--- config.mk ---
export PLATFORM = sky130hd
export DESIGN_NAME = weighted_3x3_smoothing_filter
export DESIGN_NICKNAME = d
export VERILOG_FILES = /design/src/hw/rtl/w3sf_pkg.sv /design/src/hw/rtl/w3sf_ram.sv /design/src/hw/rtl/w3sf_window.sv /design/src/hw/rtl/weighted_3x3_smoothing_filter.sv
export VERILOG_INCLUDE_DIRS = /design/src /design/src/hw/rtl
export SDC_FILE = /design/constraint.sdc
export NUM_CORES = 2
export LEC_CHECK = 0
export ABC_AREA = 0
export ABC_CLOCK_PERIOD_IN_PS = 5500
export BUFFER_PORTS_ARGS = -buffer_cell sky130_fd_sc_hd__buf_2
export CAP_MARGIN = 0
export CORE_UTILIZATION = 40
export CTS_CLUSTER_SIZE = 24
export DETAILED_ROUTE_END_ITERATION = 7
export SYNTH_ARGS = -nofsm -noshare
export SYNTH_HDL_FRONTEND = slang
export SYNTH_SLANG_ARGS = --single-unit
export TNS_END_PERCENT = 1
--- constraint.sdc ---
create_clock -name clk_i -period 5.5 [get_ports clk_i]
set_input_delay 0.825 -clock clk_i [delete_from_list [all_inputs] [get_ports clk_i]]
set_output_delay 0.825 -clock clk_i [all_outputs]
set_load 0.005 [all_outputs]
--- src/hw/rtl/weighted_3x3_smoothing_filter_macros.svh ---
// Assertion helpers shared by the filter RTL.
// Each macro samples on clk_i and is disabled while rst_ni is low.
`ifndef WEIGHTED_3X3_SMOOTHING_FILTER_MACROS_SVH
`define WEIGHTED_3X3_SMOOTHING_FILTER_MACROS_SVH

// Same-cycle implication.
`define W3SF_ASSERT_NOW(lbl, ante, cons, msg) \
  lbl: assert property (@(posedge clk_i) disable iff (!rst_ni) (ante) |-> (cons)) \
    else $error(msg);

// Next-cycle implication.
`define W3SF_ASSERT_NEXT(lbl, ante, cons, msg) \
  lbl: assert property (@(posedge clk_i) disable iff (!rst_ni) (ante) |=> (cons)) \
    else $error(msg);

`endif

--- src/hw/rtl/w3sf_pkg.sv ---
package w3sf_pkg;

  // Longest row the line store can hold.
  localparam int MAX_WIDTH = 64;
  localparam int COL_W     = $clog2(MAX_WIDTH);
  localparam int LEVEL_W   = 8;
  localparam int ROW_W     = 12;
  localparam int WIDTH_W   = 7;
  localparam int HEIGHT_W  = 12;
  localparam int CFG_IDX_W = 1;
  localparam int CFG_DATA_W = 12;

  // Configuration register indexes.
  localparam logic [CFG_IDX_W-1:0] CFG_IMAGE_WIDTH  = 1'b0;
  localparam logic [CFG_IDX_W-1:0] CFG_IMAGE_HEIGHT = 1'b1;

  localparam logic [WIDTH_W-1:0]  IMAGE_WIDTH_RST  = 7'd36;
  localparam logic [HEIGHT_W-1:0] IMAGE_HEIGHT_RST = 12'd36;
  localparam int MIN_DIM = 3;

  typedef logic [COL_W-1:0]   col_t;
  typedef logic [COL_W:0]     colp_t;
  typedef logic [ROW_W-1:0]   row_t;
  typedef logic [LEVEL_W-1:0] level_t;

  typedef struct packed {
    level_t level_in;
    logic   frame_start;
  } in_item_t;

  typedef struct packed {
    level_t smoothed_level;
    logic   last_of_frame;
  } out_item_t;

  // New window column: two rows back, one row back, current row.
  typedef struct packed {
    level_t top;
    level_t mid;
    level_t bot;
  } win_col_t;

  // Item held while its line store read completes.
  typedef struct packed {
    level_t level;
    col_t   col;
    logic   produce;
    logic   frame_end;
  } stage_t;

  // Row length clamped to the range the line store supports.
  function automatic colp_t eff_width(logic [WIDTH_W-1:0] w);
    colp_t r;
    if (w < WIDTH_W'(MIN_DIM)) begin
      r = colp_t'(MIN_DIM);
    end else if (int'(w) > MAX_WIDTH) begin
      r = colp_t'(MAX_WIDTH);
    end else begin
      r = colp_t'(w);
    end
    return r;
  endfunction

endpackage

--- src/hw/rtl/w3sf_ram.sv ---
module w3sf_ram #(
  parameter int WIDTH = 8,
  parameter int DEPTH = 64
) (
  input  logic                     clk_i,
  input  logic                     we_i,
  input  logic [$clog2(DEPTH)-1:0] waddr_i,
  input  logic [WIDTH-1:0]         wdata_i,
  input  logic                     re_i,
  input  logic [$clog2(DEPTH)-1:0] raddr_i,
  output logic [WIDTH-1:0]         rdata_o
);

  logic [WIDTH-1:0] mem_q [DEPTH];
  logic [WIDTH-1:0] rdata_q;

  // A read at the address being written returns the old contents.
  always_ff @(posedge clk_i) begin
    if (we_i) begin
      mem_q[waddr_i] <= wdata_i;
    end
    if (re_i) begin
      rdata_q <= mem_q[raddr_i];
    end
  end

  assign rdata_o = rdata_q;

endmodule

--- src/hw/rtl/w3sf_window.sv ---
module w3sf_window (
  input  logic                clk_i,
  input  logic                rst_ni,
  input  logic                shift_i,
  input  w3sf_pkg::win_col_t  col_i,
  output w3sf_pkg::level_t    level_o
);

  w3sf_pkg::level_t win_q [3][3];
  w3sf_pkg::level_t win_d [3][3];
  logic [9:0]       acc;

  // Rows are top, middle, bottom; column 2 is the newest.
  always_comb begin
    for (int r = 0; r < 3; r++) begin
      for (int c = 0; c < 3; c++) begin
        win_d[r][c] = win_q[r][c];
      end
    end
    if (shift_i) begin
      for (int r = 0; r < 3; r++) begin
        win_d[r][0] = win_q[r][1];
        win_d[r][1] = win_q[r][2];
      end
      win_d[0][2] = col_i.top;
      win_d[1][2] = col_i.mid;
      win_d[2][2] = col_i.bot;
    end
  end

  always_ff @(posedge clk_i or negedge rst_ni) begin
    if (!rst_ni) begin
      for (int r = 0; r < 3; r++) begin
        for (int c = 0; c < 3; c++) begin
          win_q[r][c] <= '0;
        end
      end
    end else begin
      win_q <= win_d;
    end
  end

  // Each neighbor term is truncated on its own before the sum.
  assign acc = 10'(win_d[1][1])
             + 10'(win_d[0][1] >> 1) + 10'(win_d[2][1] >> 1)
             + 10'(win_d[1][0] >> 1) + 10'(win_d[1][2] >> 1)
             + 10'(win_d[0][0] >> 2) + 10'(win_d[0][2] >> 2)
             + 10'(win_d[2][0] >> 2) + 10'(win_d[2][2] >> 2);

  assign level_o = acc[9:2];

endmodule

--- src/hw/rtl/weighted_3x3_smoothing_filter.sv ---
// Weighted 3x3 smoothing filter. Samples stream in raster order, image_width
// per row and image_height rows per frame, border included; a set frame_start
// restarts the position counters at that sample. Once a sample completes a
// window lying wholly inside the frame, one transaction leaves the output
// with (center + sum(edge >> 1) + sum(corner >> 2)) >> 2 for the window
// centered one row and one column back, and last_of_frame marks the result
// made by the frame's final sample. The block takes one transaction per
// clock cycle. The only thing that slows it is the output side: while a
// result waits in a stalled output register, a held sample that owes a
// result cannot move on, and the input stalls until it does. An accepted
// sample is registered in the read stage while the line store is read (a
// 64 x 16 RAM with one read port and one write port, holding the previous
// two rows per column), and its result is then registered in the output
// register. Configuration writes belong to idle periods; the line store
// needs no clearing after reset.
`include "weighted_3x3_smoothing_filter_macros.svh"

module weighted_3x3_smoothing_filter (
  input  logic                                clk_i,
  input  logic                                rst_ni,
  input  logic                                cfg_we_i,
  input  logic [w3sf_pkg::CFG_IDX_W-1:0]      cfg_index_i,
  input  logic [w3sf_pkg::CFG_DATA_W-1:0]     cfg_wdata_i,
  input  logic                                in_valid_i,
  output logic                                in_stall_o,
  input  w3sf_pkg::in_item_t                  in_data_i,
  output logic                                out_valid_o,
  input  logic                                out_stall_i,
  output w3sf_pkg::out_item_t                 out_data_o
);

  localparam int PAIR_W = 2 * w3sf_pkg::LEVEL_W;

  // Configuration registers.
  logic [w3sf_pkg::WIDTH_W-1:0]  image_width_q;
  logic [w3sf_pkg::HEIGHT_W-1:0] image_height_q;

  always_ff @(posedge clk_i or negedge rst_ni) begin
    if (!rst_ni) begin
      image_width_q  <= w3sf_pkg::IMAGE_WIDTH_RST;
      image_height_q <= w3sf_pkg::IMAGE_HEIGHT_RST;
    end else if (cfg_we_i) begin
      unique case (cfg_index_i)
        w3sf_pkg::CFG_IMAGE_WIDTH: begin
          image_width_q <= cfg_wdata_i[w3sf_pkg::WIDTH_W-1:0];
        end
        w3sf_pkg::CFG_IMAGE_HEIGHT: begin
          image_height_q <= cfg_wdata_i[w3sf_pkg::HEIGHT_W-1:0];
        end
      endcase
    end
  end

  // Effective frame geometry.
  w3sf_pkg::colp_t w_eff;
  w3sf_pkg::row_t  h_eff;

  assign w_eff = w3sf_pkg::eff_width(image_width_q);
  assign h_eff = (image_height_q < w3sf_pkg::HEIGHT_W'(w3sf_pkg::MIN_DIM))
               ? w3sf_pkg::row_t'(w3sf_pkg::MIN_DIM) : image_height_q;

  // Pipeline handshake. The held stage moves on unless it carries a result
  // and the output register is full and stalled.
  w3sf_pkg::stage_t s1_q, s1_d;
  logic             s1_valid_q;
  logic             s1_adv;
  logic             in_ready;
  logic             in_accept;
  logic             out_valid_q;
  w3sf_pkg::out_item_t out_q;

  assign s1_adv    = s1_valid_q && (!s1_q.produce || !out_valid_q || !out_stall_i);
  assign in_ready  = !s1_valid_q || s1_adv;
  assign in_accept = in_valid_i && in_ready;
  assign in_stall_o = !in_ready;

  // Position counters; frame_start clears them before the sample is placed.
  w3sf_pkg::col_t column_count_q, column_count_d;
  w3sf_pkg::row_t row_count_q, row_count_d;
  w3sf_pkg::col_t col_cur;
  w3sf_pkg::row_t row_cur;
  logic           row_end;
  logic           frame_end;

  assign col_cur = in_data_i.frame_start ? '0 : column_count_q;
  assign row_cur = in_data_i.frame_start ? '0 : row_count_q;

  assign row_end   = (w3sf_pkg::colp_t'(col_cur) + 1'b1) >= w_eff;
  assign frame_end = row_end
                   && ({1'b0, row_cur} + 1'b1) >= {1'b0, h_eff};

  always_comb begin
    if (row_end) begin
      column_count_d = '0;
      row_count_d    = frame_end ? '0 : row_cur + 1'b1;
    end else begin
      column_count_d = col_cur + 1'b1;
      row_count_d    = row_cur;
    end
  end

  always_ff @(posedge clk_i or negedge rst_ni) begin
    if (!rst_ni) begin
      column_count_q <= '0;
      row_count_q    <= '0;
    end else if (in_accept) begin
      column_count_q <= column_count_d;
      row_count_q    <= row_count_d;
    end
  end

  always_comb begin
    s1_d.level     = in_data_i.level_in;
    s1_d.col       = col_cur;
    s1_d.produce   = (col_cur >= w3sf_pkg::col_t'(2)) && (row_cur >= w3sf_pkg::row_t'(2));
    s1_d.frame_end = frame_end;
  end

  always_ff @(posedge clk_i or negedge rst_ni) begin
    if (!rst_ni) begin
      s1_valid_q <= 1'b0;
    end else if (in_accept) begin
      s1_valid_q <= 1'b1;
    end else if (s1_adv) begin
      s1_valid_q <= 1'b0;
    end
  end

  always_ff @(posedge clk_i) begin
    if (in_accept) begin
      s1_q <= s1_d;
    end
  end

  // Line store: per column, the upper byte holds the row two back and the
  // lower byte the row one back. It is written when the held sample moves
  // on, so a read issued on that same edge at the same column is served by
  // the bypass register instead of the RAM.
  logic [PAIR_W-1:0] ram_rdata;
  logic [PAIR_W-1:0] ram_wdata;
  logic [PAIR_W-1:0] up_pair;
  logic [PAIR_W-1:0] byp_data_q;
  logic              byp_q;
  logic              byp_d;

  assign up_pair   = byp_q ? byp_data_q : ram_rdata;
  assign ram_wdata = {up_pair[w3sf_pkg::LEVEL_W-1:0], s1_q.level};
  assign byp_d     = s1_adv && (col_cur == s1_q.col);

  always_ff @(posedge clk_i or negedge rst_ni) begin
    if (!rst_ni) begin
      byp_q <= 1'b0;
    end else if (in_accept) begin
      byp_q <= byp_d;
    end
  end

  always_ff @(posedge clk_i) begin
    if (in_accept) begin
      byp_data_q <= ram_wdata;
    end
  end

  w3sf_ram #(
    .WIDTH (PAIR_W),
    .DEPTH (w3sf_pkg::MAX_WIDTH)
  ) u_line_store (
    .clk_i   (clk_i),
    .we_i    (s1_adv),
    .waddr_i (s1_q.col),
    .wdata_i (ram_wdata),
    .re_i    (in_accept),
    .raddr_i (col_cur),
    .rdata_o (ram_rdata)
  );

  // Window and kernel; the smoothed value reflects the window after shift.
  w3sf_pkg::win_col_t win_col;
  w3sf_pkg::level_t   smoothed;

  assign win_col.top = up_pair[PAIR_W-1:w3sf_pkg::LEVEL_W];
  assign win_col.mid = up_pair[w3sf_pkg::LEVEL_W-1:0];
  assign win_col.bot = s1_q.level;

  w3sf_window u_window (
    .clk_i   (clk_i),
    .rst_ni  (rst_ni),
    .shift_i (s1_adv),
    .col_i   (win_col),
    .level_o (smoothed)
  );

  // Output register.
  always_ff @(posedge clk_i or negedge rst_ni) begin
    if (!rst_ni) begin
      out_valid_q <= 1'b0;
    end else if (s1_adv && s1_q.produce) begin
      out_valid_q <= 1'b1;
    end else if (!out_stall_i) begin
      out_valid_q <= 1'b0;
    end
  end

  always_ff @(posedge clk_i) begin
    if (s1_adv && s1_q.produce) begin
      out_q.smoothed_level <= smoothed;
      out_q.last_of_frame  <= s1_q.frame_end;
    end
  end

  assign out_valid_o = out_valid_q;
  assign out_data_o  = out_q;

  // Every accepted transaction is held in the read stage on the next cycle.
  `W3SF_ASSERT_NEXT(a_accept_fills_stage, in_accept, s1_valid_q, "accepted item lost")
  // The bypass is only armed when the held sample wrote the line store.
  `W3SF_ASSERT_NOW(a_bypass_after_write, byp_q && s1_valid_q, $past(s1_adv), "stale bypass")
  // A frame start always places its sample in column zero.
  `W3SF_ASSERT_NEXT(a_frame_start_col, in_accept && in_data_i.frame_start,
                    s1_q.col == '0, "frame start column")
  // A result never overwrites an output that is still stalled.
  `W3SF_ASSERT_NEXT(a_no_overwrite,
                    out_valid_q && out_stall_i && !(s1_valid_q && s1_q.produce),
                    out_valid_q && $stable(out_q), "output overwritten")

endmodule
**Word-level counts from Yosys, hierarchy flattened**

Memories as Yosys holds them, arrays and structs flattened. A register that Yosys moved wholly into a read port is not among the register bits.
Index checks and enable logic that the tools add are counted.

- Flip-flop bits (word level): 153
- Bits in latches: 0
- Bits in writable memories: 1024
- Bits in read-only memories: 0
- Output and inout bits: 11
- Logic and storage cells: 87
- Memories kept: 1

- $add $sub $neg: 12
- Multiply operators: 0
- Div/mod/pow operators: 0
- Order comparisons: 7
- Equality and inequality tests: 2
- Shift-type cells: 0
- Mux-type cells: 16
- Bitwise operators: 1
- Reductions and logical operators: 17

Memory list:

| memory | words | width | read ports | clocked after Yosys merged registers in | wr ports | RTL line | text |
|---|---|---|---|---|---|---|---|
| u_line_store.mem_q | 64 | 16 | 1 | 1 | 1 | w3sf_ram.sv:14 | `logic [WIDTH-1:0] mem_q [DEPTH];` |

Operators with widths:

| cell | number |
|---|---|
| 72-bit 2-to-1 mux | 1 |
| 12-bit 2-to-1 mux | 4 |
| 10-bit by 6-bit adder with 10-bit output | 4 |
| 10-bit by 7-bit adder with 10-bit output | 3 |
| 16-bit 2-to-1 mux | 1 |
| 7-bit 2-to-1 mux | 2 |
| 12-bit by 1-bit adder with 13-bit output (second input constant) | 1 |
| 13-bit by 12-bit greater-or-equal comparator with 1-bit output | 1 |
| 12-bit by 1-bit adder with 12-bit output (second input constant) | 1 |
| 12-bit by 2-bit greater-or-equal comparator with 1-bit output (second input constant) | 1 |
| 12-bit by 2-bit < comparator with 1-bit output (second input constant) | 1 |
| 6-bit 2-to-1 mux | 2 |
| 8-bit by 7-bit adder with 9-bit output | 1 |
| 6-bit by 1-bit adder with 7-bit output (second input constant) | 1 |
| 7-bit greater-or-equal comparator | 1 |
| 7-bit greater-than comparator (second input constant) | 1 |
| 7-bit by 2-bit < comparator with 1-bit output (second input constant) | 1 |
| 6-bit by 1-bit adder with 6-bit output (second input constant) | 1 |
| 6-bit equality test | 1 |
| 6-bit by 2-bit greater-or-equal comparator with 1-bit output (second input constant) | 1 |
| 1-bit logical AND | 6 |
| 1-bit 2-to-1 mux | 6 |
| 1-bit logical NOT | 5 |
| 2-bit AND reduction | 2 |
| 4 further kinds | 6 |

**Depth between registers and ports, before layout**

- Depth after elaboration: 13
- Mapped depth: 28

**Hierarchy**

A second synthesis with hierarchy kept.

- Cells, all modules: 2516
- Area total of the unflattened synthesis: 48302.6 um2

Modules (own cells, without submodules):

| module | instances | cells an instance | area each (um2) |
|---|---|---|---|
| w3sf_ram | 1 | 1829 | 40202.3 |
| weighted_3x3_smoothing_filter | 1 | 349 | 4119.0 |
| w3sf_window | 1 | 338 | 3981.3 |

**Worst setup path before layout**

Ideal clock, no wire load.

- Path kind: input port to flip-flop
- Start: in out_stall_i
- End: reg out_q, in the netlist out_data_o[8] (data pin)
- Library setup time: 258 ps
- Arrival time: 5995 ps
- Data required time: 5242 ps
- Slack: -753 ps
- Stages: 28
- Cells stage by stage: nand3_1 and2_1 clkbuf_1 buf_1 clkbuf_1 nand2_1 nand2_1 ha_1 fa_1 a21o_1 a21oi_1 o21bai_1 a21oi_1 xnor2_1 fa_1 inv_1 fa_1 inv_1 fa_1 fa_1 inv_1 ha_1 nand2_1 o21ai_0 o21ai_0 nand2b_1 a21oi_1 xnor2_1

RTL lines:

| what | RTL line | text |
|---|---|---|
| start: declaration | weighted_3x3_smoothing_filter.sv:28 | `input logic out_stall_i,` |
| end: declaration | weighted_3x3_smoothing_filter.sv:70 | `w3sf_pkg::out_item_t out_q;` |

==> implementation parameters <==
Parameter                              Value

Global route
  GRT overflow    0
  First-pass GRT wire length    174 mm
  Largest net degree at the start of global routing    137
  Via count of the first global-routing pass    25800
  Initial antenna violation count    1
  Global router's overall resource usage    0.201

Synth
  Number of enable-type register cells in the synthesized netlist    1015
  Average size of a mapped cell    15.3 µm²
  Instance count of the mapped netlist    3006
  Most frequent cells after synthesis    sky130_fd_sc_hd__edfxtp_1 (1015), sky130_fd_sc_hd__nand2_1 (302), sky130_fd_sc_hd__mux2i_1 (247), sky130_fd_sc_hd__o21ai_0 (142), sky130_fd_sc_hd__a221oi_1 (122)
  Post-Synthesis Cell Area    46100 µm²
  Most frequently used cell type in the post-synthesis netlist    sky130_fd_sc_hd__edfxtp_1
  Most area-hungry cell type in the Yosys netlist    sky130_fd_sc_hd__edfxtp_1
  Syn. warnings    0
  Top post-synthesis cells by area    sky130_fd_sc_hd__edfxtp_1 (66%), sky130_fd_sc_hd__dfrtp_1 (5.4%), sky130_fd_sc_hd__mux2i_1 (5.4%)
  Net Count, Synth    3114
  Area share of the largest cell type after synthesis    0.661
  Share of async-settable or async-resettable flops after synthesis    0.0921
  Synthesized flop and latch total    1118
  Post-synth top flop    sky130_fd_sc_hd__edfxtp_1
  Number of distinct standard cells referenced by the synthesized netlist    63
  Sequential cell area fraction in the yosys report    0.717

Min path
  Hold Path Class    primary input to async pin

Run
  Number of max-cap violations    0

Setup path
  Setup slack on the worst flop-to-flop path    230 ps
  Largest driver fanout on the critical path    8
  Nature of the critical path endpoint    register
  Length in cells of the worst reg-to-reg path    21
  Signal arrival time at the worst endpoint    5720 ps
  Nature of the critical path startpoint    register
  RR Endpoint    out_data_o[7]
  Data required time of the worst path    5950 ps
  Worst flop-to-flop path startpoint    s1_q[1]
  Type of the setup path with the least slack    register to register

Layout
  Area of the multi-input gates    12000 µm²
  Share of final-layout standard cells stronger than drive strength 1    0.157
  Number of filler instances in the final layout    9810
  Sequential cell area    33100 µm²
  Post-layout net count    3241
  Synth-to-layout area growth    13.1%
  Final Instance Count excl. Fillers    4740

Floorplan
  Die outline height    342 µm
  Die width    342 µm
  I/O pins    38
  Site Rows    124
  Area of the core    114000 µm²
  Starting density of the core    0.403
  Area of the die    117000 µm²

Clocking
  CTS Buf Count    114
  Clock-pin slew of the registers on the worst-case setup and hold paths    60 ps
  CTS tree    yes
  Count of H-tree levels built during CTS    3
  Clock Latency Late Sink    710 ps
  Post-CTS resize count    0
  Cts-stage hold buffer count    0
  Maximum number of buffers from clock root to sink    3
  Number of buffers inserted to repair setup after CTS    0
  Number of sinks driven by the clock tree    1118
  Clock root buffer    sky130_fd_sc_hd__clkbuf_16

Power
  Static leakage power    18.2 nW
  Power consumption    24.6 mW
  Power density over cell area    472 nW/µm²
  Worst supply voltage drop on vdd    805 µV

Place
  Setup slack after placement    -465 ps
  Final HPWL from detailed placement    68.1 mm
  Placed insts    4529
  Global placement routability congestion    0.835
  I/O Buffers    37

Drt
  Number of iterations in the first detailed-routing pass    8
  Detail-routed via count per cell    5.59
  Number of vias after detailed routing    26500
  Count of nets left with antenna violations after detail routing    0
  Drc violations    0
  Wire length per cell    25.0 µm
  Routed wire length    118 mm
  Drt first-iter violations    2863

Run status
  Run status    finished clean

Timing
  Worst slew margin    0.224
  Final number of setup-violating endpoints    0
  Worst-Margin Slew    1160 ps
  Min cycle time layout    5270 ps
  Total count of max-transition violations in the final report    0
  Fin Clk Skew    21.8 ps
  Fmax    190 MHz
  Count of endpoints failing hold in the final timing report    0
  Final setup margin    229 ps
  Final clock period utilization by the worst path    0.958
state kept, by name (all words and copies together), names as in the netlist, 6 cells and up:
| signal | flops |
|---|---|
| byp_data_q | 15 |
| column_count_q | 6 |
| image_height_q | 12 |
| image_width_q | 7 |
| out_data_o | 9 |
| ram_wdata | 8 |
| row_count_q | 12 |
| s1_q | 8 |
| u_line_store.mem_q | 960 |
| u_line_store.rdata_o | 15 |
| u_window.win_q | 63 |
layout make-up:
| class | count | share of cell area |
|---|---|---|
| flip-flops and latches | 1118 | 0.634 |
| multi-input cells | 1617 | 0.229 |
| clock buffers | 153 | 0.0588 |
| well taps | 1512 | 0.0363 |
| repair buffers | 200 | 0.0284 |
| clock inverters | 56 | 0.00755 |
| inverters | 82 | 0.00590 |
| diodes | 2 | 0.0000959 |
where the power goes:
part / total, mW / switching, mW / internal, mW / leakage (nW)
logic: 7.20 / 3.89 / 3.30 / 6.10
registers: 10.2 / 0.189 / 9.99 / 10.5
clock network: 7.24 / 3.24 / 4.00 / 1.69
worst max path at each step:
stage	start	end	depth (start not counted)
after global placement	out_stall_i	out_data_o[8]	26
after floorplan	out_stall_i	out_data_o[8]	28
after global routing	s1_q[1]	out_data_o[7]	21
final	s1_q[1]	out_data_o[7]	21
after CTS	s1_q[1]	out_data_o[7]	21
after detailed placement	out_stall_i	out_data_o[7]	22
metal layers:
layer | up-vias | part of all wire | GRT usage
met4 | 0 | 0.027 | 0.0629
met5 | - | 0 | 0
met1 | 13500 | 0.43 | 0.283
met2 | 967 | 0.47 | 0.319
met3 | 165 | 0.071 | 0.0320
li1 | 11900 | - | -
through the flow:
step | TNS (ps) | hold slack, ps | util | area (µm²)
6_report | 0 | 188 | 0.456 | 52200
3_3_place_gp | -1270 | 418 | 0.426 | 48700
3_5_place_dp | -1540 | 420 | 0.426 | 48700
4_1_cts | 0 | 189 | 0.456 | 52100
2_1_floorplan | -723 | 400 | - | 46200
5_1_grt | -10.3 | 252 | 0.456 | 52200
cells in the final DEF (no fill, tap or decap), drive strengths merged, types with 16 or more instances in the layout:
cell type / netlist / final
o21ai: 167 / 167
nor2: 120 / 120
nand3: 30 / 30
o221ai: 30 / 30
mux2i: 247 / 247
a32oi: 18 / 18
inv: 81 / 84
edfxtp: 1015 / 1015
a211oi: 31 / 31
clkbuf: 97 / 153
a21oi: 110 / 110
nor2b: 24 / 24
mux2: 90 / 90
buf: 92 / 200
o22ai: 47 / 47
fa: 38 / 38
clkinv: 1 / 51
xnor2: 18 / 18
dfrtp: 99 / 99
a31oi: 16 / 16
ha: 43 / 43
a221oi: 122 / 122
nand2: 302 / 302
cell families (layout without fill, tap and decap cells):
family | count (synthesis) | after routing | synth area share
AO/OA/AOI/OAI | 618 | 618 | 0.0909
multiplexers | 352 | 352 | 0.0829
buffers and inverters | 271 | 491 | 0.0261
XOR/XNOR | 24 | 24 | 0.00456
AND/OR/NAND/NOR | 542 | 542 | 0.0506
adder cells (fa/ha/maj) | 81 | 81 | 0.0282
other | 0 | 2 | 0
flip-flops | 1118 | 1118 | 0.717
worst max-delay path, stage by stage, from the launching register on:
cell and delay, ps:
sky130_fd_sc_hd__edfxtp_1 380, sky130_fd_sc_hd__nand3_2 140, sky130_fd_sc_hd__and2_4 220, sky130_fd_sc_hd__nand2_1 70, sky130_fd_sc_hd__nand2_1 70, sky130_fd_sc_hd__ha_2 200
sky130_fd_sc_hd__fa_2 340, sky130_fd_sc_hd__buf_4 140, sky130_fd_sc_hd__xor2_1 160, sky130_fd_sc_hd__fa_1 490, sky130_fd_sc_hd__inv_1 50, sky130_fd_sc_hd__fa_1 500
sky130_fd_sc_hd__fa_1 420, sky130_fd_sc_hd__fa_1 490, sky130_fd_sc_hd__inv_1 40, sky130_fd_sc_hd__ha_1 210, sky130_fd_sc_hd__fa_1 440, sky130_fd_sc_hd__a21o_1 180
sky130_fd_sc_hd__a21oi_2 160, sky130_fd_sc_hd__o21bai_1 100, sky130_fd_sc_hd__a21oi_2 140, sky130_fd_sc_hd__xnor2_1 70
(Power assumes the default switching activity.)
